$ cat src/rtl/tlb_page_table_fifo_mmu_core_macros.svh
// assertion macros shared by the mmu core rtl
`ifndef TLB_PAGE_TABLE_FIFO_MMU_CORE_MACROS_SVH
`define TLB_PAGE_TABLE_FIFO_MMU_CORE_MACROS_SVH

`ifndef ASSERT_OFF
`define TPFM_ASSERT_IMPL(lbl, clk, rstn, ante, cons) \
    lbl: assert property (@(posedge clk) disable iff (!rstn) (ante) |-> (cons)) \
        else $error("mmu core assertion failed");
`define TPFM_ASSERT_NEXT(lbl, clk, rstn, ante, cons) \
    lbl: assert property (@(posedge clk) disable iff (!rstn) (ante) |=> (cons)) \
        else $error("mmu core assertion failed");
`else
`define TPFM_ASSERT_IMPL(lbl, clk, rstn, ante, cons)
`define TPFM_ASSERT_NEXT(lbl, clk, rstn, ante, cons)
`endif

`endif

$ cat src/rtl/tpfm_pkg.sv
// shared types and constants of the mmu core
package tpfm_pkg;

    localparam int ADDR_W      = 16;
    localparam int IN_TDATA_W  = 16;
    localparam int OUT_TDATA_W = 16;
    localparam int FRAME_OUT_W = 3;
    localparam int OUTCOME_W   = 2;
    localparam int EVPAGE_W    = 5;

    localparam logic [OUTCOME_W-1:0] OUTCOME_TLB_HIT = 2'd0;
    localparam logic [OUTCOME_W-1:0] OUTCOME_PT_HIT  = 2'd1;
    localparam logic [OUTCOME_W-1:0] OUTCOME_FAULT   = 2'd2;

    localparam logic CMD_WRITE = 1'b1;

    // result transaction, last field in the lowest bits
    typedef struct packed {
        logic                   repeat_write;
        logic                   write_back;
        logic [EVPAGE_W-1:0]    evicted_page;
        logic                   evicted_valid;
        logic [OUTCOME_W-1:0]   outcome;
        logic [FRAME_OUT_W-1:0] frame_number;
    } result_t;

    localparam int RESULT_W = $bits(result_t);

endpackage

$ cat src/rtl/tpfm_ram.sv
// single write port, single read port memory with registered read data
module tpfm_ram #(
    parameter int WIDTH = 8,
    parameter int DEPTH = 8
) (
    input  logic                     aclk,
    input  logic                     we,
    input  logic [$clog2(DEPTH)-1:0] waddr,
    input  logic [WIDTH-1:0]         wdata,
    input  logic [$clog2(DEPTH)-1:0] raddr,
    output logic [WIDTH-1:0]         rdata
);

    logic [WIDTH-1:0] mem [DEPTH];

    always_ff @(posedge aclk) begin
        if (we) begin
            mem[waddr] <= wdata;
        end
    end

    always_ff @(posedge aclk) begin
        rdata <= mem[raddr];
    end

endmodule

$ cat src/rtl/tpfm_tlb.sv
// translation buffer: parallel lookup and fifo or retarget install
module tpfm_tlb #(
    parameter int FRAMES = 8,
    parameter int PW     = 5,
    parameter int FW     = 3
) (
    input  logic          aclk,
    input  logic          aresetn,
    input  logic [PW-1:0] lookup_page,
    output logic          hit,
    output logic [FW-1:0] hit_frame,
    input  logic          install_en,
    input  logic [FW-1:0] install_frame,
    input  logic [PW-1:0] install_page
);

    logic          in_use_reg [FRAMES];
    logic [PW-1:0] page_reg   [FRAMES];
    logic [FW-1:0] frame_reg  [FRAMES];
    logic [FW-1:0] ptr_reg;

    logic          match_found;
    logic [FW-1:0] match_idx;

    // lowest in-use entry wins
    always_comb begin
        hit       = 1'b0;
        hit_frame = '0;
        for (int i = FRAMES - 1; i >= 0; i--) begin
            if (in_use_reg[i] && page_reg[i] == lookup_page) begin
                hit       = 1'b1;
                hit_frame = frame_reg[i];
            end
        end
    end

    always_comb begin
        match_found = 1'b0;
        match_idx   = '0;
        for (int i = FRAMES - 1; i >= 0; i--) begin
            if (in_use_reg[i] && frame_reg[i] == install_frame) begin
                match_found = 1'b1;
                match_idx   = FW'(i);
            end
        end
    end

    always_ff @(posedge aclk) begin
        if (!aresetn) begin
            ptr_reg <= '0;
            for (int i = 0; i < FRAMES; i++) begin
                in_use_reg[i] <= 1'b0;
            end
        end else if (install_en) begin
            if (match_found) begin
                page_reg[match_idx] <= install_page;
            end else begin
                page_reg[ptr_reg]   <= install_page;
                frame_reg[ptr_reg]  <= install_frame;
                in_use_reg[ptr_reg] <= 1'b1;
                if (ptr_reg == FW'(FRAMES - 1)) begin
                    ptr_reg <= '0;
                end else begin
                    ptr_reg <= ptr_reg + 1'b1;
                end
            end
        end
    end

endmodule

$ cat src/rtl/tlb_page_table_fifo_mmu_core.sv
// top level of the mmu core: control sequencer, page table and frame owner memories
//
// address translation with a translation buffer, a page table and fifo page
// replacement. each input transaction carries a read or write access; each one
// gives exactly one result transaction. after reset the core sweeps every
// page table entry clean before it takes the first access. an access then
// passes look and out on a hit in the translation buffer or the page table,
// look, install and out on a fault into a frame never used, and look, evict,
// install and out on a fault that ejects a resident page, as the page table
// memory has a single write port: such a fault reads the ejected page's
// entry, then clears it and installs the new page in two separate writes. the
// result sits in an output register, so the next access is taken while it waits.
`include "tlb_page_table_fifo_mmu_core_macros.svh"

module tlb_page_table_fifo_mmu_core
    import tpfm_pkg::*;
#(
    parameter int FRAMES        = 8,
    parameter int VIRTUAL_PAGES = 32,
    parameter int OFFSET_BITS   = 11
) (
    input  logic                   aclk,
    input  logic                   aresetn,
    // access in
    input  logic                   s_axis_tvalid,
    output logic                   s_axis_tready,
    input  logic [IN_TDATA_W-1:0]  s_axis_tdata,   // [15:0] access address
    input  logic [0:0]             s_axis_tuser,   // [0] command
    // result out
    output logic                   m_axis_tvalid,
    input  logic                   m_axis_tready,
    // [2:0] frame_number, [4:3] outcome, [5] evicted_valid, [10:6] evicted_page,
    // [11] write_back, [12] repeat_write, [15:13] zero
    output logic [OUT_TDATA_W-1:0] m_axis_tdata
);

    localparam int PW    = $clog2(VIRTUAL_PAGES);
    localparam int FW    = $clog2(FRAMES);
    localparam int PTE_W = FW + 2;   // {present, dirty, frame}

    // sequencer states
    localparam logic [2:0] S_CLEAR   = 3'd0;
    localparam logic [2:0] S_IDLE    = 3'd1;
    localparam logic [2:0] S_LOOK    = 3'd2;
    localparam logic [2:0] S_EVICT   = 3'd3;
    localparam logic [2:0] S_INSTALL = 3'd4;
    localparam logic [2:0] S_OUT     = 3'd5;

    logic [2:0]        state_reg, state_next;
    logic [PW-1:0]     clr_cnt_reg;

    // latched access
    logic              cmd_reg;
    logic [PW-1:0]     page_reg;
    logic              in_range_reg;

    // fifo frame slot; wrapped means every frame has an owner
    logic [FW-1:0]     fp_reg;
    logic              wrapped_reg;
    logic [PW-1:0]     old_page_reg;

    result_t           res_reg, res_next;
    logic              m_valid_reg;
    result_t           m_data_reg;

    // page of the incoming transaction
    logic [ADDR_W-1:0] s_page_full;
    logic              accept;

    // page table port
    logic              pt_we;
    logic [PW-1:0]     pt_waddr;
    logic [PTE_W-1:0]  pt_wdata;
    logic [PW-1:0]     pt_raddr;
    logic [PTE_W-1:0]  pt_q;
    logic              pt_present;
    logic              pt_dirty;
    logic [FW-1:0]     pt_frame;

    // frame owner port
    logic              own_we;
    logic [PW-1:0]     own_q;

    // translation buffer
    logic              tlb_hit;
    logic [FW-1:0]     tlb_frame;
    logic              tlb_install;

    logic              fault;
    logic              out_free;

    assign s_page_full = s_axis_tdata >> OFFSET_BITS;
    assign s_axis_tready = (state_reg == S_IDLE);
    assign accept = s_axis_tvalid && s_axis_tready;

    assign pt_present = pt_q[FW+1];
    assign pt_dirty   = pt_q[FW];
    assign pt_frame   = pt_q[FW-1:0];

    assign fault    = in_range_reg && !tlb_hit && !pt_present;
    assign out_free = !m_valid_reg || m_axis_tready;

    // page table read: the access's page when idle, otherwise the ejected page
    assign pt_raddr = (state_reg == S_IDLE) ? s_page_full[PW-1:0] : own_q;

    tpfm_ram #(
        .WIDTH (PTE_W),
        .DEPTH (VIRTUAL_PAGES)
    ) u_page_table (
        .aclk  (aclk),
        .we    (pt_we),
        .waddr (pt_waddr),
        .wdata (pt_wdata),
        .raddr (pt_raddr),
        .rdata (pt_q)
    );

    // frame owner page; its valid mark follows from the fifo fill state
    assign own_we = (state_reg == S_LOOK) && fault;

    tpfm_ram #(
        .WIDTH (PW),
        .DEPTH (FRAMES)
    ) u_frame_owner (
        .aclk  (aclk),
        .we    (own_we),
        .waddr (fp_reg),
        .wdata (page_reg),
        .raddr (fp_reg),
        .rdata (own_q)
    );

    assign tlb_install = (state_reg == S_INSTALL);

    tpfm_tlb #(
        .FRAMES (FRAMES),
        .PW     (PW),
        .FW     (FW)
    ) u_tlb (
        .aclk          (aclk),
        .aresetn       (aresetn),
        .lookup_page   (page_reg),
        .hit           (tlb_hit),
        .hit_frame     (tlb_frame),
        .install_en    (tlb_install),
        .install_frame (fp_reg),
        .install_page  (page_reg)
    );

    // page table write port
    always_comb begin
        pt_we    = 1'b0;
        pt_waddr = page_reg;
        pt_wdata = '0;
        case (state_reg)
            S_CLEAR: begin
                pt_we    = 1'b1;
                pt_waddr = clr_cnt_reg;
            end
            S_LOOK: begin
                // a write on a hit marks the page dirty
                if (in_range_reg && (tlb_hit || pt_present) && cmd_reg == CMD_WRITE) begin
                    pt_we    = 1'b1;
                    pt_wdata = {pt_present, 1'b1, pt_frame};
                end
            end
            S_EVICT: begin
                pt_we    = 1'b1;
                pt_waddr = old_page_reg;
            end
            S_INSTALL: begin
                pt_we    = 1'b1;
                pt_wdata = {1'b1, cmd_reg == CMD_WRITE, fp_reg};
            end
            default: begin
                pt_we = 1'b0;
            end
        endcase
    end

    // sequencer and result build
    always_comb begin
        state_next = state_reg;
        res_next   = res_reg;
        case (state_reg)
            S_CLEAR: begin
                if (clr_cnt_reg == PW'(VIRTUAL_PAGES - 1)) begin
                    state_next = S_IDLE;
                end
            end
            S_IDLE: begin
                if (accept) begin
                    state_next = S_LOOK;
                end
            end
            S_LOOK: begin
                res_next = '0;
                if (!in_range_reg) begin
                    // page beyond the table: nothing changes
                    res_next.outcome = OUTCOME_PT_HIT;
                    state_next       = S_OUT;
                end else if (tlb_hit) begin
                    res_next.frame_number = FRAME_OUT_W'(tlb_frame);
                    res_next.outcome      = OUTCOME_TLB_HIT;
                    res_next.repeat_write = (cmd_reg == CMD_WRITE) && pt_dirty;
                    state_next            = S_OUT;
                end else if (pt_present) begin
                    res_next.frame_number = FRAME_OUT_W'(pt_frame);
                    res_next.outcome      = OUTCOME_PT_HIT;
                    res_next.repeat_write = (cmd_reg == CMD_WRITE) && pt_dirty;
                    state_next            = S_OUT;
                end else begin
                    res_next.frame_number  = FRAME_OUT_W'(fp_reg);
                    res_next.outcome       = OUTCOME_FAULT;
                    res_next.evicted_valid = wrapped_reg;
                    if (wrapped_reg) begin
                        res_next.evicted_page = EVPAGE_W'(own_q);
                        state_next            = S_EVICT;
                    end else begin
                        state_next = S_INSTALL;
                    end
                end
            end
            S_EVICT: begin
                // pt_q now holds the ejected page's entry
                res_next.write_back = pt_dirty;
                state_next          = S_INSTALL;
            end
            S_INSTALL: begin
                state_next = S_OUT;
            end
            S_OUT: begin
                if (out_free) begin
                    state_next = S_IDLE;
                end
            end
            default: begin
                state_next = S_IDLE;
            end
        endcase
    end

    always_ff @(posedge aclk) begin
        if (!aresetn) begin
            state_reg   <= S_CLEAR;
            clr_cnt_reg <= '0;
            fp_reg      <= '0;
            wrapped_reg <= 1'b0;
            m_valid_reg <= 1'b0;
        end else begin
            state_reg <= state_next;
            if (state_reg == S_CLEAR) begin
                clr_cnt_reg <= clr_cnt_reg + 1'b1;
            end
            if (state_reg == S_INSTALL) begin
                if (fp_reg == FW'(FRAMES - 1)) begin
                    fp_reg      <= '0;
                    wrapped_reg <= 1'b1;
                end else begin
                    fp_reg <= fp_reg + 1'b1;
                end
            end
            if (state_reg == S_OUT && out_free) begin
                m_valid_reg <= 1'b1;
            end else if (m_axis_tready) begin
                m_valid_reg <= 1'b0;
            end
        end
    end

    // payload registers
    always_ff @(posedge aclk) begin
        res_reg <= res_next;
        if (accept) begin
            cmd_reg      <= s_axis_tuser[0];
            page_reg     <= s_page_full[PW-1:0];
            in_range_reg <= (s_page_full < ADDR_W'(VIRTUAL_PAGES));
        end
        if (state_reg == S_LOOK) begin
            old_page_reg <= own_q;
        end
        if (state_reg == S_OUT && out_free) begin
            m_data_reg <= res_reg;
        end
    end

    assign m_axis_tvalid = m_valid_reg;
    assign m_axis_tdata  = {(OUT_TDATA_W - RESULT_W)'(0), m_data_reg};

    `TPFM_ASSERT_NEXT(a_accept_to_look, aclk, aresetn, accept, state_reg == S_LOOK)
    `TPFM_ASSERT_NEXT(a_evict_on_full_fault, aclk, aresetn, (state_reg == S_LOOK) && fault && wrapped_reg, state_reg == S_EVICT)
    `TPFM_ASSERT_IMPL(a_wb_needs_evict, aclk, aresetn, m_axis_tvalid && !m_data_reg.evicted_valid, !m_data_reg.write_back)
    `TPFM_ASSERT_IMPL(a_no_repeat_on_fault, aclk, aresetn, m_axis_tvalid && (m_data_reg.outcome == OUTCOME_FAULT), !m_data_reg.repeat_write)

endmodule

$ cat config.mk
export PLATFORM = sky130hd
export DESIGN_NAME = tlb_page_table_fifo_mmu_core
export DESIGN_NICKNAME = d
export VERILOG_FILES = /design/src/rtl/tpfm_pkg.sv /design/src/rtl/tpfm_ram.sv /design/src/rtl/tpfm_tlb.sv /design/src/rtl/tlb_page_table_fifo_mmu_core.sv
export VERILOG_INCLUDE_DIRS = /design/src /design/src/rtl
export SDC_FILE = /design/constraint.sdc
export NUM_CORES = 1
export LEC_CHECK = 0
export BUFFER_PORTS_ARGS = -buffer_cell sky130_fd_sc_hd__buf_2
export CORE_MARGIN = 3
export CORE_UTILIZATION = 62
export CTS_BUF_LIST = sky130_fd_sc_hd__clkbuf_16
export DETAILED_ROUTE_END_ITERATION = 7
export GPL_ROUTABILITY_DRIVEN = 0
export PLACE_DENSITY = 0.79
export SLEW_MARGIN = 25
export SYNTH_ARGS = -nofsm -noshare
export SYNTH_HDL_FRONTEND = slang
export SYNTH_HIERARCHICAL = 1
export SYNTH_SLANG_ARGS = --single-unit
$ cat constraint.sdc
create_clock -name aclk -period 9.9 [get_ports aclk]
set_input_delay 1.485 -clock aclk [delete_from_list [all_inputs] [get_ports aclk]]
set_output_delay 1.485 -clock aclk [all_outputs]
set_load 0.01 [all_outputs]
After elaboration in Yosys (flattened, before gate mapping). Memory sizes are Yosys's and may differ from the RTL's. A register that Yosys moved wholly into a read port is not among the register bits. Cells that the tools add are included.

Bits in registers: 54. Bits in latches: 0. Memory bits (writable): 272. Bits in read-only memories: 0. Input bits: 21. Memories kept: 5.

Memories: u_page_table.mem (depth 32, width 5, rd ports 1, clocked after memory_dff 1, write ports 1, line tpfm_ram.sv:14) `logic [WIDTH-1:0] mem [DEPTH];`; u_frame_owner.mem (depth 8, width 5, rd ports 1, clocked after memory_dff 1, write ports 1, line tpfm_ram.sv:14); u_tlb.page_reg (depth 8, width 5, rd ports 8, clocked after memory_dff 0, write ports 1, line tpfm_tlb.sv:18) `logic [PW-1:0] page_reg [FRAMES];`; u_tlb.frame_reg (depth 8, width 3, rd ports 8, clocked after memory_dff 0, write ports 1, line tpfm_tlb.sv:19) `logic [FW-1:0] frame_reg [FRAMES];`; u_tlb.in_use_reg (depth 8, width 1, rd ports 8, clocked after memory_dff 0, write ports 8, line tpfm_tlb.sv:17) `logic in_use_reg [FRAMES];`.

Add/sub/neg operators: 3. $mul: 0. Divide/modulo/power cells: 0. Order comparisons: 1. Equal/unequal tests: 27. Shift operators: 0. Mux-type cells: 74. Bitwise gates (word level): 3. Reduce and logical (&&, ||, !) cells: 41.

Operators by type and width (number): $mux W3 (27); $eq A5 B5 Y1 (8); $mux W1 (37); $eq A3 B3 Y1 (8); $logic_and A1 B1 Y1 (24); $mux W5 (4); $pmux W5 S2 (2); $pmux W3 S6 (1); $eq A3 B3 Y1 const B (4); $add A3 B1 Y3 const B (2); $eq A3 B2 Y1 const B (2); $lt A5 B6 Y1 const B (1); $reduce_or A3 Y1 (2); $add A5 B1 Y5 const B (1); $eq A5 B5 Y1 const B (1); $reduce_or A5 Y1 (1); $mux W4 (1); $ne A2 B2 Y1 const B (2); $pmux W1 S2 (2); $reduce_and A2 Y1 (2); $reduce_bool A2 Y1 (2); $reduce_or A4 Y1 (1); $eq A3 B1 Y1 const B (1); $logic_not A1 Y1 (3); other kinds (7) (10).

Longest topological paths before layout. An unclocked memory read counts as a cell.

Depth in word-level cells: 18. Gate-level depth with buffers: 15. Gate-level depth less buffers: 11.

By module. The synthesis kept the hierarchy.

Modules (own cells, without submodules): tpfm_ram (u_page_table) (times used 1, cells each 277, area an instance 6344.8 um2, sequential area each 4904.7 um2); tpfm_tlb (times used 1, cells each 275, area an instance 3644.7 um2, sequential area each 2142.1 um2); tlb_page_table_fifo_mmu_core (times used 1, cells each 163, area an instance 2212.1 um2, sequential area each 1371.3 um2); tpfm_ram (u_frame_owner) (times used 1, cells each 75, area an instance 1694.1 um2, sequential area each 1301.2 um2).

Least setup slack after synthesis. Ideal clock, no wire load.

Kind: reg-to-reg. From: register page_reg[3]. To: memory u_page_table/mem[12][0] (netlist bit) (enable). Library setup time: 0.339 ns. Data arrival time: 3.267 ns. Required time: 9.561 ns. Setup slack: 6.294 ns. Cell stages (with the launch flop): 16. Period minus slack after synthesis: 3.606 ns. Cell sequence: edfxtp_1 -> buf_2 -> xor2_1 -> nor4_1 -> and3_1 -> clkbuf_1 -> nor4_1 -> nand4_1 -> buf_2 -> nor2_1 -> and3b_1 -> buf_2 -> a211o_1 -> or3b_2 -> clkbuf_1 -> nor2_1.

Longest elaborated chain between the ends: 17. Elaborated cells between the ends (all ways): 32. Those cells by class: eq/ne (8); mux (13); reduce/logical (11).

RTL lines: start, declared (line tlb_page_table_fifo_mmu_core.sv:54) `logic [PW-1:0] page_reg;`; start signal, assigned (line tlb_page_table_fifo_mmu_core.sv:276) `page_reg <= s_page_full[PW-1:0];`; $eq A5 B5 Y1 (line tpfm_tlb.sv:30) `if (in_use_reg[i] && page_reg[i] == lookup_page) begin`; $logic_and A1 B1 Y1 (line tpfm_tlb.sv:30); $mux W1 (7 in a row) (line tpfm_tlb.sv:30); $mux W1 * (line tpfm_tlb.sv:30); named net tlb_hit (line tlb_page_table_fifo_mmu_core.sv:85) `logic tlb_hit;`; $logic_or A1 B1 Y1 * (line tlb_page_table_fifo_mmu_core.sv:162) `if (in_range_reg && (tlb_hit || pt_present) && cmd_reg == CMD_WRITE) begin`; $logic_and A1 B1 Y1 * (2 in a row) (line tlb_page_table_fifo_mmu_core.sv:162); $mux W1 * (line tlb_page_table_fifo_mmu_core.sv:162); $pmux W1 S2 * (line tlb_page_table_fifo_mmu_core.sv:155) `case (state_reg)`; named net pt_we (line tlb_page_table_fifo_mmu_core.sv:71) `logic pt_we;`; $mux W1 * (line tpfm_ram.sv:17) `if (we) begin`; $mux W1 (not written as such) * (line tpfm_ram.sv:18) `mem[waddr] <= wdata;`; end, declared (line tpfm_ram.sv:14).

Mark *: on every way through the listed nets, which the timed path passes. The rest lies on a longest branch.

Final worst setup path.
From: register page_reg[3]. To: memory u_page_table/mem[8][3] (netlist bit) (enable).

The elaborated chain is that of the path after synthesis.

==> summary.txt <==
Outcome: completed
Global-route wire length before repair: 43,200 um
Critical Path RT: 10.04 ns
RR Startpoint: page_reg[3]
Routed WL per cell: 24.7 um
R2R Setup Slk: 5.08 ns
Mapped Cells: 790
Worst VDD drop: 0.113 mV
Post-route ant nets: 0
HP Class: flip-flop to flip-flop
Die area: 24,200 um^2
Initial DRC Count: 700
WL final: 27,900 um
Fin crit period: 4.82 ns
CP Class: flip-flop to flip-flop
DR pass1 iterations: 5
CTS max path bufs: 3
H-tree depth: 2
TNS Setup: 0 ns
Initial core utilization: 0.635
GRT Overall Usage: 0.233
PD cells: 186 nW/um^2
LEAKAGE: 4.90 nW
HPWL after DPL: 17,000 um
Sequential area share after synthesis: 0.699
CTS Buf Count: 34
Top_reg_cell synth: edfxtp_1
Ports: 39
Hold path start: res_reg[3]
Worst-path maximum fanout: 25
Fin nets: 852
DR DRC count: 0
Vias in the first global route: 7,380
Clk sink count: 335
Finish-stage setup viols: 0
Multi-input logic area: 3950 um^2
Flops & latches, synth: 335
# rows: 54
Mean post-synth cell area: 17.6 um^2
Worst-margin pin slew: 0.936 ns
Crit end category: flip-flop
RSZ-0062 raised after global routing: no
Synth async-reset ratio: 0
Top-count cell post-synth: edfxtp_1
Share of layout cells above drive strength 1: 0.204
Worst Hold Path Cells: 0
Max reg flops: 160
Clock-pin slew on the worst setup and hold paths: 0.07 ns
Cts hold-fix bufs: 0
Max Fclk: 207 MHz
Area share of the largest cell type after synthesis: 0.650
Area delta synth->final: 10.8%
Fill cells: 1,277
Final hold slack: 0.418 ns
Slew Limit Headroom: 0.376
Core area: 21,900 um^2
Clock Latency Late Sink: 0.51 ns
Hold Violations, Final: 0
Crit path launch: page_reg[3]
Syn Std Cell Area: 13,900 um^2
Post-synth top cells: 301 x edfxtp_1, 51 x nor2_1, 50 x mux4_2
Vias: 7,346
Setup skew after layout: 0.0220 ns
Worst setup SP type: flip-flop
CTS root buf: clkbuf_16
Post-CTS Setup Bufs: 0
Leading area contributor after synthesis: edfxtp_1
Die X: 156 um
Die height: 156 um
CTS tree: built
Largest net degree at the start of global routing: 41
Max-Cap Viols: 0
R2r endpoint: u_page_table/mem[8][3]
IO Port Bufs: 24
Antenna Cells: 0
Worst Hold Path EP: m_axis_tdata[3]
Synth top area cells: edfxtp_1 65%, mux4_2 8.1%, dfxtp_1 4.9%
FF/Latch Area: 9720 um^2
Yosys cell types: 68
Post-synth EDFFs: 301
Initial antenna violation count: 0
Gr ovfl total: 0
Slew Viols, Final: 0
Arrival @ worst endpoint: 4.97 ns
Routed vias/inst: 6.51
Final Cycle Share: 0.487
PostCTS Resize Cnt: 0
Synth warnings: 6
Worst-case reg-to-reg path depth: 10
==> critical path, stage by stage (launching register included) <==
cell	delay (ns)
edfxtp_1	0.96
xor2_1	0.17
nor4_1	0.58
and3_1	0.34
nor4_1	0.08
nand4_1	0.30
nor2_1	0.26
and3b_1	0.42
a211o_1	0.21
or3b_2	0.62
nor2_1	0.50
==> per-layer routing <==
layer / GRT usage / up-vias / routed length [um]
met5: 0 / - / 0
met1: 0.346 / 3779 / 11800
met4: 0.0688 / 0 / 745
met2: 0.362 / 326 / 13300
met3: 0.0444 / 56 / 2030
li1: - / 3185 / -
==> cells by family after synthesis <==
| group | share of synthesized area |
|---|---|
| flip-flops | 0.699 |
| AND/OR/NAND/NOR | 0.0834 |
| multiplexers | 0.121 |
| XOR/XNOR | 0.0410 |
| AO/OA/AOI/OAI | 0.0322 |
| buffers and inverters | 0.0176 |
| adder cells (fa/ha/maj) | 0.00540 |
| other | 0.000270 |
==> cell usage in the layout (no fill, tap or decap), types with 11 or more instances in the layout <==
master / count
buf_2: 24
nor2b_1: 17
xor2_1: 29
edfxtp_1: 301
mux2_2: 14
nand2_1: 17
mux2i_1: 12
nand3_1: 11
inv_1: 11
and3_1: 17
clkbuf_16: 35
nor2_1: 51
dfxtp_1: 34
xnor2_1: 36
mux4_2: 50
==> final cells by class <==
type                    count  area share
inverters                   5     0.00122
repair buffers             35      0.0146
flip-flops and latches    335       0.631
well taps                 280      0.0227
multi-input cells         414       0.256
clock buffers              35      0.0569
clock inverters            24      0.0171
==> worst max-delay path by stage <==
stage / endpoint / slack, ns / cells after the start
2_1_floorplan: u_page_table/mem[12][0] / 6.29 / 15
3_3_place_gp: u_page_table/mem[0][0] / 5.36 / 10
3_5_place_dp: u_page_table/mem[8][2] / 5.20 / 10
4_1_cts: u_page_table/mem[8][0] / 5.13 / 10
5_1_grt: u_page_table/mem[0][0] / 4.81 / 10
6_report: u_page_table/mem[8][3] / 5.08 / 10
==> stage by stage <==
| step | worst slack [ns] | std cells | power [mW] | util | area (um^2) |
|---|---|---|---|---|---|
| after CTS | 5.13 | 1125 | 2.88 | 0.701 | 15300 |
| after global routing | 4.81 | 1128 | 2.94 | 0.704 | 15400 |
| after floorplan | 6.29 | 792 | 1.58 | - | 13900 |
| after global placement | 5.36 | 1066 | 1.59 | 0.649 | 14200 |
| after detailed placement | 5.20 | 1066 | 1.59 | 0.649 | 14200 |
| final | 5.08 | 1128 | 2.86 | 0.704 | 15400 |
==> where the power goes <==
part	internal [mW]	switching [mW]	total, mW
registers	1.53	0.00333	1.53
clock network	0.796	0.502	1.30
logic	0.00944	0.0206	0.0300
total	2.33	0.526	2.86
Note: power is estimated with default switching activity, not from simulation.
